--- src/sv/bbc_pkg.sv ---
// Shared types and constants for the bracket balance checker.
// Depends on nothing; all other files but bbc_ram refer to it by scoped names.
package bbc_pkg;

  // Default number of entries on the bracket stack.
  localparam int STACK_DEPTH_DEF = 64;

  // Entries in the queue between the classifier and the stack engine.
  localparam int QUEUE_DEPTH = 2;

  // Item kinds on the input channel.
  localparam logic REQ_CHAR = 1'b0;
  localparam logic REQ_EOL  = 1'b1;

  // Character codes of interest.
  localparam logic [7:0] CHAR_LPAREN = 8'h28;
  localparam logic [7:0] CHAR_RPAREN = 8'h29;
  localparam logic [7:0] CHAR_LBRACK = 8'h5B;
  localparam logic [7:0] CHAR_RBRACK = 8'h5D;

  // Bracket kinds as held on the stack.
  localparam logic KIND_ROUND  = 1'b0;
  localparam logic KIND_SQUARE = 1'b1;

  // One classified operation for the stack engine.
  typedef struct packed {
    logic eol;   // end of line: report and clear
    logic push;  // opening bracket when set, closing bracket otherwise
    logic kind;  // bracket kind
  } bbc_op_t;

endpackage

--- src/sv/bbc_ram.sv ---
// Generic single-port-write, single-port-read RAM with registered read data.
// Depends on nothing.
module bbc_ram #(
  parameter int WIDTH = 1,
  parameter int DEPTH = 64
) (
  input  logic                     clk,
  input  logic                     we,
  input  logic [$clog2(DEPTH)-1:0] waddr,
  input  logic [WIDTH-1:0]         wdata,
  input  logic [$clog2(DEPTH)-1:0] raddr,
  output logic [WIDTH-1:0]         rdata
);

  logic [WIDTH-1:0] mem [DEPTH];
  logic [WIDTH-1:0] rdata_r;

  always_ff @(posedge clk) begin
    if (we) begin
      mem[waddr] <= wdata;
    end
    rdata_r <= mem[raddr];
  end

  assign rdata = rdata_r;

endmodule

--- src/sv/bbc_back.sv ---
// Stack engine: carries out queued operations against the bracket stack.
// Depends on bbc_pkg and bbc_ram, which holds the stack entries.
module bbc_back #(
  parameter int STACK_DEPTH = bbc_pkg::STACK_DEPTH_DEF
) (
  input  logic             clk,
  input  logic             rst_n,
  input  logic             head_valid,
  input  bbc_pkg::bbc_op_t head_op,
  output logic             pop,
  output logic             out_valid,
  input  logic             out_ready,
  output logic             out_balanced
);

  localparam int AW = $clog2(STACK_DEPTH);
  localparam int DW = $clog2(STACK_DEPTH + 1);

  logic [DW-1:0] depth_r, depth_nxt;
  logic          mismatch_r, mismatch_nxt;
  logic          out_valid_r, out_valid_nxt;
  logic          out_balanced_r, out_balanced_nxt;
  logic          fwd_hit_r;
  logic          fwd_data_r;

  logic          we;
  logic [AW-1:0] waddr;
  logic [AW-1:0] raddr;
  logic [DW-1:0] depth_m1;
  logic          ram_rdata;
  logic          top_kind;
  logic          slot_free;

  // The RAM is always reading the entry just below the next depth, so the
  // stack top is ready in the next cycle. A push writes that very entry, so
  // its data is forwarded around the RAM.
  assign top_kind  = fwd_hit_r ? fwd_data_r : ram_rdata;
  assign slot_free = !out_valid_r || out_ready;
  assign pop       = head_valid && (!head_op.eol || slot_free);
  assign waddr     = depth_r[AW-1:0];

  always_comb begin
    depth_nxt        = depth_r;
    mismatch_nxt     = mismatch_r;
    out_valid_nxt    = out_valid_r && !out_ready;
    out_balanced_nxt = out_balanced_r;
    we               = 1'b0;
    if (pop) begin
      if (head_op.eol) begin
        out_valid_nxt    = 1'b1;
        out_balanced_nxt = !mismatch_r && (depth_r == '0);
        depth_nxt        = '0;
        mismatch_nxt     = 1'b0;
      end else if (!mismatch_r) begin
        if (head_op.push) begin
          if (depth_r == DW'(STACK_DEPTH)) begin
            mismatch_nxt = 1'b1;
          end else begin
            we        = 1'b1;
            depth_nxt = depth_r + DW'(1);
          end
        end else begin
          if (depth_r == '0 || top_kind != head_op.kind) begin
            mismatch_nxt = 1'b1;
          end else begin
            depth_nxt = depth_r - DW'(1);
          end
        end
      end
    end
    depth_m1 = depth_nxt - DW'(1);
    raddr    = depth_m1[AW-1:0];
  end

  bbc_ram #(
    .WIDTH (1),
    .DEPTH (STACK_DEPTH)
  ) u_stack (
    .clk   (clk),
    .we    (we),
    .waddr (waddr),
    .wdata (head_op.kind),
    .raddr (raddr),
    .rdata (ram_rdata)
  );

  always_ff @(posedge clk) begin
    if (!rst_n) begin
      depth_r     <= '0;
      mismatch_r  <= 1'b0;
      out_valid_r <= 1'b0;
      fwd_hit_r   <= 1'b0;
    end else begin
      depth_r     <= depth_nxt;
      mismatch_r  <= mismatch_nxt;
      out_valid_r <= out_valid_nxt;
      fwd_hit_r   <= we && (waddr == raddr);
    end
  end

  always_ff @(posedge clk) begin
    out_balanced_r <= out_balanced_nxt;
    fwd_data_r     <= head_op.kind;
  end

  assign out_valid    = out_valid_r;
  assign out_balanced = out_balanced_r;

  a_depth_bound: assert property (@(posedge clk) disable iff (!rst_n)
    depth_r <= DW'(STACK_DEPTH))
    else $error("stack depth beyond capacity");

  a_eol_clears: assert property (@(posedge clk) disable iff (!rst_n)
    pop && head_op.eol |=> depth_r == '0 && !mismatch_r && out_valid_r)
    else $error("end of line did not clear the state");

  a_eol_slot: assert property (@(posedge clk) disable iff (!rst_n)
    pop && head_op.eol |-> slot_free)
    else $error("result issued over a pending result");

  a_overflow: assert property (@(posedge clk) disable iff (!rst_n)
    pop && !head_op.eol && head_op.push && !mismatch_r && depth_r == DW'(STACK_DEPTH)
      |=> mismatch_r && depth_r == DW'(STACK_DEPTH))
    else $error("overflow not flagged");

endmodule

--- config.mk ---
export PLATFORM = sky130hd
export DESIGN_NAME = bbc_back
export DESIGN_NICKNAME = d
export VERILOG_FILES = /design/src/sv/bbc_pkg.sv /design/src/sv/bbc_ram.sv /design/src/sv/bbc_back.sv
export SDC_FILE = /design/constraint.sdc
export NUM_CORES = 1
export LEC_CHECK = 0
export BUFFER_PORTS_ARGS = -buffer_cell sky130_fd_sc_hd__buf_4
export CORE_UTILIZATION = 30
export DETAILED_ROUTE_END_ITERATION = 8
export GPL_TIMING_DRIVEN = 0
export PLACE_DENSITY = 0.42
export SYNTH_ARGS = -nofsm -noshare
export SYNTH_HDL_FRONTEND = slang
export SYNTH_HIERARCHICAL = 1
export SYNTH_SLANG_ARGS = --single-unit
--- constraint.sdc ---
create_clock -name clk -period 6.6 [get_ports clk]
set_input_delay 0.99 -clock clk [delete_from_list [all_inputs] [get_ports clk]]
set_output_delay 0.99 -clock clk [all_outputs]
set_load 0.01 [all_outputs]
# Word-level counts from Yosys, hierarchy flattened
# Memories as Yosys holds them, arrays and structs flattened. A register that Yosys moved wholly into a read port is not among the register bits.
# Cells that the tools add are included.
# word_totals
mem_bits_rw	64
regBits	12
input_bits	7
n_memories	1
# mem_list
memory	depth	word_bits	rd	rd_ports_with_merged_regs	write_ports	line_no	source
u_stack.mem	64	1	1	1	1	bbc_ram.sv:15	logic [WIDTH-1:0] mem [DEPTH];
# classes
muxes	21
eq_ne	3
add_sub_neg	3
n_reduce_logical	13
# ops
op	n
$mux W7	6
$mux W1	15
$add A7 B1 Y7 const B	1
$eq A7 B7 Y1 const B	1
$logic_not A7 Y1	1
$sub A7 B1 Y7 const B	1
$eq A6 B6 Y1	1
$sub A6 B1 Y6 const B	1
$logic_and A1 B1 Y1	4
$logic_not A1 Y1	4
$logic_or A1 B1 Y1	3
$reduce_and A2 Y1	1
$ne A1 B1 Y1	1

# Longest topological paths before layout
# depth
word_depth	11
mapped_depth	14
depth_no_buf	13

# Cells and area by module
# Netlist, hierarchy kept.
# by_module_without_submodules
mod	instances	seq_area_each_um2	area_per_inst_um2	cells_each
bbc_ram	1	1941.9	2914.0	204
bbc_back	1	250.2	1101.1	136

# Worst setup path after synthesis
# Ideal clock, no wire load.
# synth_timing
path_kind	input to register
from	input head_op[1] (netlist name)
to	register u_stack.rdata_r (netlist: u_stack/rdata), read port of u_stack.mem
arrival_time_ps	4317
path_buffers	2
stages	12
path_slack_ps	2166
setup_time_ps	117
cell_sequence	clkbuf_1 -> and2_1 -> o211a_1 -> nor3_1 -> mux2i_1 -> ha_1 -> inv_1 -> buf_6 -> mux4_2 -> mux4_2 -> or2_0 -> a32o_1
# synth_via
elab_chain_len	5
# synth_lines
item	line_no	source
from (decl)	bbc_back.sv:9	input bbc_pkg::bbc_op_t head_op,
$mux W7	bbc_back.sv:55	if (head_op.push) begin
$mux W7	bbc_back.sv:54	end else if (!mismatch_r) begin
$mux W7	bbc_back.sv:49	if (head_op.eol) begin
$mux W7	bbc_back.sv:48	if (pop) begin
$sub A6 B1 Y6	bbc_back.sv:71	depth_m1 = depth_nxt - DW'(1);
via depth_m1[0]	bbc_back.sv:29	logic [DW-1:0] depth_m1;
to (decl)	bbc_ram.sv:16	logic [WIDTH-1:0] rdata_r;
# The timed path passes the listed nets, and every way through them passes these cells.
# A chain may end at the register's enable or synchronous reset.

# Final worst setup path
# layout_timing
from	input head_op[0] (netlist name)
to	register u_stack.rdata_r (netlist: u_stack/rdata), read port of u_stack.mem
# layout_via
elab_chain_len	8
# layout_lines
item	line_no	source
$ne A1 B1 Y1	bbc_back.sv:63	if (depth_r == '0 || top_kind != head_op.kind) begin
$logic_or A1 B1 Y1	bbc_back.sv:63	
$mux W7	bbc_back.sv:63	
$mux W7	bbc_back.sv:55	
$mux W7	bbc_back.sv:54	
$mux W7	bbc_back.sv:49	
$mux W7	bbc_back.sv:48	
$sub A6 B1 Y6	bbc_back.sv:71	
via depth_m1[0]	bbc_back.sv:29	
# The timed path passes the listed nets, and every way through them passes these cells.

==> results.yml <==
routing:
  wl_per_cell_um: 17.7
  postRouteAntennaNets: 0
  vias: 2690
  viasPerCell: 5.01
  drc: 0
  drt_pass1_iterations: 4
  dr.first_iter.drc_count: 191
  drt_wl_total_um: 9510
yosys:
  synth.distinct_cells: 59
  netlist_instances: 340
  yosysSeqAreaShare: 0.546
  synth_seq_cells: 77
  syn_nets: 350
  async_flop_share: 0
  synth-edff-count: 65
  netlist_area_mm2: 0.00402
  yosysWarnings: 6
  avgSynthCellArea_um2: 11.8
  synth-main-ff-cell: "edfxtp_1"
grt:
  antenna_found_initial: 0
  grt_pass1_vias: 2642
  grt_max_degree: 70
  grt_pass1_wl_um: 15300
  overflow: 0
  grt_use_total: 0.148
place:
  gp_congestion: 0.791
  dp_hpwl_um: 6440
  place_area_mm2: 0.00430
  io_buffers: 9
  dp.cells: 521
critical_path:
  rr_worst_depth: 12
  r2r-start: "fwd_hit_r"
  reg2reg_slack_ns: 1.58
  critPathKind: "in2reg"
  end_kind: "register"
  cp_max_fo: 69
  reg2reg_to: "u_stack/rdata"
  cp-start-kind: "input port"
  worstPathRequired_ns: 6.83
  cp.arrival_ns: 5.68
  startpoint: "head_op[0]"
sta:
  grt_setup_unrepaired: "false"
  slew_headroom: 0.415
  finalSetupTns_ns: 0
  skew_ns: 0.00507
  finalSetupViolCount: 0
  period_needed_ns: 5.45
  finalHoldViolCount: 0
  tightestPinTransition_ns: 0.853
  finalCritPeriodShare: 0.826
  finalMaxSlewViolations: 0
  max_freq_mhz: 183
clock_tree:
  postCtsSetupBuffers: 0
  h-tree-depth: 3
  cts_root_buf: "clkbuf_16"
  cts_hold_buf: 0
  cts_resized: 0
  clockBufferDepth: 2
  clk_latency_ns: 0.34
  tritoncts: "built"
  cts_buffers: 9
  clk_pin_slew_ns: 0.06
  numClockSinks: 77
final_layout:
  nFillCells: 1321
  final_nets: 370
  stdcell_count: 537
  antenna_cells: 0
  finalInstanceArea_mm2: 0.00457
  drive_gt1_frac: 0.148
  layout_commonest_cell: "nor2_1"
  syn_to_final_growth_pct: 13.9
  final_cell_mix: "80 x nor2_1, 65 x edfxtp_1, 15 x nand2_1, 12 x nand3_1, 12 x dfxtp_1"
pwr:
  power_frac_clock: 0.373
  p_leak_nw: 1.46
  p_switching_w: 0.000342
  power_density_mw_per_mm2: 270
  p_int_w: 0.000890
  switching_share: 0.278
  p_comb_frac: 0.191
  pwr-share-seq: 0.436
  peakVddDrop_v: 0.000163
  power_w: 0.00123
worst_hold_path:
  worstHoldPathCells: 2
  min_path_type: "reg2reg"
  hp-start: "out_valid"
  whs_endpoint: "out_valid"
floorplan:
  ios: 10
  chipHeight_um: 118
  fp.dieW_um: 118
  dieArea_mm2: 0.0138
  coreArea_mm2: 0.0128
  start_util: 0.313
  rows: 41
status:
  status: "finished clean"
job:
  drv_cap: 0
[registers in the layout, indices dropped and copies added, names as in the netlist]
| name | count |
|---|---|
| u_stack/mem | 64 |
| depth_r | 7 |
| fwd_data_r | 1 |
| fwd_hit_r | 1 |
| mismatch_r | 1 |
| out_balanced | 1 |
| out_valid | 1 |
| u_stack/rdata | 1 |
[metal layers]
layer / vias up / part of all wire / track usage
li1: 1312 / - / -
met1: 1325 / 0.48 / 0.196
met2: 40 / 0.47 / 0.234
met3: 13 / 0.035 / 0.0359
met4: 0 / 0.018 / 0.0569
met5: - / 0 / 0
[through the flow]
step,utilization,hold WS [ns],worst slack [ns]
global placement,0.335,0.474,0.798
global route,0.356,0.514,0.917
CTS,0.356,0.488,1.16
detailed placement,0.335,0.480,0.795
finish,0.356,0.482,1.15
floorplan,-,0.487,2.17
[critical path, stage by stage]
cell	delay [ns]
buf_4	0.49
nor2_1	0.10
mux2_2	0.30
nor3_1	0.41
mux2i_1	0.78
ha_1	0.37
xnor2_1	0.13
clkbuf_1	0.44
clkbuf_1	0.57
mux4_2	0.44
a21boi_0	0.19
nand4_1	0.13
a32o_1	0.30
[synthesized netlist by cell type (all sizes together), types with 5 or more instances]
cell type	n	share of area
o21ai	8	0.010
xnor2	7	0.015
nand3	13	0.017
a21oi	7	0.0087
and2	5	0.0078
inv	12	0.011
clkbuf	11	0.010
mux4	17	0.10
nor2	80	0.075
edfxtp	65	0.49
dfxtp	12	0.060
nand2b	5	0.0078
nand2	15	0.014
nor3	12	0.017
nor2b	7	0.011
[worst max-delay path by stage]
stage	end	slack, ns
finish	u_stack/rdata	1.15
global route	u_stack/rdata	0.92
CTS	u_stack/rdata	1.16
detailed placement	u_stack/rdata	0.80
global placement	u_stack/rdata	0.80
floorplan	u_stack/rdata	2.17
[layout make-up]
| cell class | count | area [µm²] | area share |
|---|---|---|---|
| plain buffers | 15 | 73.8 | 0.0161 |
| multi-input cells | 236 | 1700 | 0.373 |
| well taps | 172 | 215 | 0.0471 |
| inverters | 12 | 45.0 | 0.00985 |
| repair buffers | 9 | 67.6 | 0.0148 |
| clock buffers | 9 | 225 | 0.0493 |
| clock inverters | 7 | 48.8 | 0.0107 |
| flip-flops and latches | 77 | 2190 | 0.479 |
[power groups by stage]
stage,combinational [W],sequential (W),clock (W)
2_1_floorplan,0.000172,0.000548,0
3_3_place_gp,0.000240,0.000548,0
3_5_place_dp,0.000236,0.000548,0
4_1_cts,0.000238,0.000538,0.000473
5_1_grt,0.000257,0.000538,0.000496
6_report,0.000235,0.000538,0.000459
[logic make-up after synthesis]
| group | Yosys count | share of synthesized area |
|---|---|---|
| simple gates | 160 | 0.196 |
| fa+ha+maj | 3 | 0.00935 |
| compound gates | 41 | 0.0829 |
| xor+xnor | 11 | 0.0240 |
| buf+inv | 27 | 0.0296 |
| flops | 77 | 0.546 |
| mux | 21 | 0.112 |
No activity file was read; power rests on OpenSTA's default activity.
